`src/hdl/weighted_palindromic_tree_assert.svh`:
```
// Assertion macros for the weighted palindromic tree.
// Every macro samples on the rising edge of clock and is off while reset is high.
`ifndef WEIGHTED_PALINDROMIC_TREE_ASSERT_SVH
`define WEIGHTED_PALINDROMIC_TREE_ASSERT_SVH

`ifndef NO_ASSERTIONS
`define WPT_ASSERT(label, prop) \
   label: assert property (@(posedge clock) disable iff (reset) (prop)) \
      else $error("weighted_palindromic_tree check failed");
`define WPT_ASSERT_IMPL(label, ante, cons) \
   label: assert property (@(posedge clock) disable iff (reset) (ante) |-> (cons)) \
      else $error("weighted_palindromic_tree check failed");
`define WPT_ASSERT_NEXT(label, ante, cons) \
   label: assert property (@(posedge clock) disable iff (reset) (ante) |=> (cons)) \
      else $error("weighted_palindromic_tree check failed");
`else
`define WPT_ASSERT(label, prop)
`define WPT_ASSERT_IMPL(label, ante, cons)
`define WPT_ASSERT_NEXT(label, ante, cons)
`endif

`endif

```
`src/hdl/wpt_ram.sv`:
```
`timescale 1ns / 1ps
`default_nettype none
module wpt_ram #(
   parameter int WIDTH = 8,
   parameter int DEPTH = 16
) (
   input  wire logic                     clock,
   input  wire logic                     wr_en,
   input  wire logic [$clog2(DEPTH)-1:0] wr_addr,
   input  wire logic [WIDTH-1:0]         wr_data,
   input  wire logic [$clog2(DEPTH)-1:0] rd_addr,
   output logic      [WIDTH-1:0]         rd_data
);

   logic [WIDTH-1:0] mem [DEPTH];

   // Write one entry, read one entry into a register
   always_ff @(posedge clock) begin
      if (wr_en) begin
         mem[wr_addr] <= wr_data;
      end
      rd_data <= mem[rd_addr];
   end

endmodule
`default_nettype wire

```
`config.mk`:
```
export PLATFORM = sky130hd
export DESIGN_NAME = wpt_ram
export DESIGN_NICKNAME = d
export VERILOG_FILES = /design/src/hdl/weighted_palindromic_tree_assert.svh /design/src/hdl/wpt_ram.sv
export SDC_FILE = /design/constraint.sdc
export NUM_CORES = 1
export LEC_CHECK = 0
export BUFFER_PORTS_ARGS = -buffer_cell sky130_fd_sc_hd__buf_2
export CORE_MARGIN = 5
export CORE_UTILIZATION = 55
export CTS_BUF_LIST = sky130_fd_sc_hd__clkbuf_8
export CTS_CLUSTER_DIAMETER = 30
export DETAILED_ROUTE_END_ITERATION = 10
export PLACE_DENSITY = 0.83
export SLEW_MARGIN = 25
export SYNTH_ARGS = -nofsm -noshare
export SYNTH_HDL_FRONTEND = slang
export SYNTH_SLANG_ARGS = --single-unit
```
`constraint.sdc`:
```
create_clock -name clock -period 2.61 [get_ports clock]
set_clock_uncertainty 0.15 [all_clocks]
set_input_delay 0.3915 -clock clock [delete_from_list [all_inputs] [get_ports clock]]
set_output_delay 0.3915 -clock clock [all_outputs]
set_load 0.01 [all_outputs]
```
==> results.yml <==
worst_hold_path:
  hp-class: "input pin to flop"
  holdPathStages: 1
placement:
  gp_congestion: 0.739
  dpl.hpwl_microns: 6270
  placed_area_sq_um: 5490
  port_buffers: 25
floorplan:
  die_x_microns: 107
  dieArea_sq_um: 11400
  core_area_sq_um: 9200
  row_count: 35
  io_pins: 26
  start_util_pct: 56.0
  fp.dieH_microns: 107
worst_setup_path:
  crit_slowest_cell: "mux4_1"
  arrival_ns: 1.88
  critPathLaunchType: "input pin"
  cp_cell_sequence: "buf_2, buf_12, mux4_1, a22oi_1, nand2_1"
  path_max_fanout: 12
  slowest_delay_ns: 0.56
  rr_worst_depth: 3
  end_kind: "flop"
  critPathKind: "input pin to flop"
  worstPathBufferInverterCount: 2
  crit_cells: 5
  crit_required_ns: 2.77
  path_delay_family: "multiplexers"
clocking:
  clk_pin_slew_ns: 0.08
  ctsHoldBuffers: 0
  tritoncts: "yes"
  clock_path_buffers: 2
  clock-sinks: 136
  htree_levels: 4
  post_cts_buffers: 0
  post_cts_resized: 0
  clock_latency_ns: 0.43
  cts_made_buffers: 17
  clockRootBuffer: "clkbuf_8"
global_route:
  grt_use_total_pct: 18.9
  grt_pass1_wl_microns: 15200
  grt_start_max_net_pins: 17
  grt_pass1_vias: 2613
  grt.overflow.total: 0
  antenna_found_initial: 0
cells_and_area:
  drive_gt1_share_pct: 32.2
  nFillCells: 603
  area_growth_pct: 14.4
  final_core_util_pct: 64.0
  n_antenna_cell: 0
  final_nets: 300
  design_area_sq_um: 5890
sta:
  setup_viol: 0
  rsz0062_at_grt: "false"
  hold_viol: 0
  fmax_mhz: 582
  tightest_slew_ns: 0.768
  fin_tns_setup_ns: 0
  post-route-period-util_pct: 65.8
  slew_viol_final: 0
  fin_crit_ns: 1.72
  slew-limit-headroom_pct: 48.6
detailed_routing:
  totalWireLength_microns: 9670
  drt-wirelength-per-cell_microns: 23.8
  vias_per_cell: 6.09
  via_count: 2471
  antenna_left: 0
  drtIter0Drc: 230
  drc: 0
  dr.pass1.iters: 4
power:
  powerDensity_nw_per_um2: 742
  p_leak_nw: 1.99
  irDropWorstVdd_v: 0.000414
logic_synthesis:
  synth_nets: 247
  syn_inst: 229
  ys.warnings.count: 0
  synth.avg_cell_area_sq_um: 22.5
  synth.cell_area_sq_um: 5150
  ys_seq_elements: 136
  synth-seq-area-share_pct: 77.8
  synthDistinctLibCells: 19
flow_run:
  maxCapViolations: 0
run_status:
  status: "completed"
==> worst paths after layout <==
check / from / endpoint / slack [ns]
max: rd_addr[0] / rd_data[1] / 0.89
min: wr_data[1] / mem[5][1] / 0.20
max reg2reg: mem[1][0] / rd_data[0] / 1.06
min reg2reg: mem[14][2] / rd_data[2] / 0.52
==> layer usage <==
layer	track usage, %	wire length [microns]
met5	0	0
met4	8.31	206
met3	4.76	619
met1	25.1	4020
met2	30.1	4820
==> cells in the mapped netlist <==
cell type	number	area, sq um
mux4_1	14	368
or3b_2	1	8.76
a22oi_1	16	120
nor2b_1	1	6.26
nor2_1	13	48.8
buf_2	3	15.0
nand3b_1	2	15.0
nor3_1	4	20.0
clkdlybuf4s25_2	3	30.0
and2b_1	1	7.51
mux4_2	18	405
edfxtp_1	128	3840
dfxtp_1	8	160
buf_4	1	7.51
nand2b_1	2	12.5
and2_1	1	6.26
nand3_1	1	5.00
nand2_1	9	33.8
buf_6	3	33.8
==> report_power, final <==
part           switching [mW]  internal (mW)
sequential             0.0132           2.44
combinational           0.131         0.0989
clock                   0.808          0.877
total                   0.953           3.41
==> flip-flops by register name, indices dropped and copies added (netlist names) <==
register  cells
mem         128
rd_data       8
==> cell usage in the layout, fill, tap and decap left out <==
cell        instances
nand3_1             1
or3b_2              1
nand2b_1            2
clkinv_4            1
nor3_1              4
clkinv_2            3
edfxtp_1          128
and2b_1             1
nand2_1             9
nor2_1             13
bufinv_16           2
buf_2              25
nor2b_1             1
buf_12              2
nand3b_1            2
clkinvlp_4          5
mux4_2             18
clkbuf_8           18
a22oi_1            16
dfxtp_1             8
buf_4              17
and2_1              1
mux4_1             14
inv_6               3
==> cell type report <==
cell class	count	area (sq um)	area share, %
clock buffers	18	248	4.21
well taps	111	139	2.36
clock inverters	14	148	2.51
repair buffers	44	293	4.97
flip-flops and latches	136	4000	68.0
multi-input cells	83	1060	18.0
==> kinds of logic after synthesis <==
group	synth area share, %
flops	77.8
simple gates	3.18
mux	15.0
compound gates	2.33
buf+inv	1.68
==> per-stage QoR <==
stage	total power, mW	hold WS (ns)	std cells	worst slack (ns)
global placement	2.72	0.496	374	0.419
floorplan	2.63	0.340	229	0.576
finish	4.37	0.200	406	0.892
detailed placement	2.73	0.511	374	0.437
global route	4.53	0.175	406	0.838
CTS	4.40	0.170	406	0.908
No activity file was read; power rests on OpenSTA's default activity.
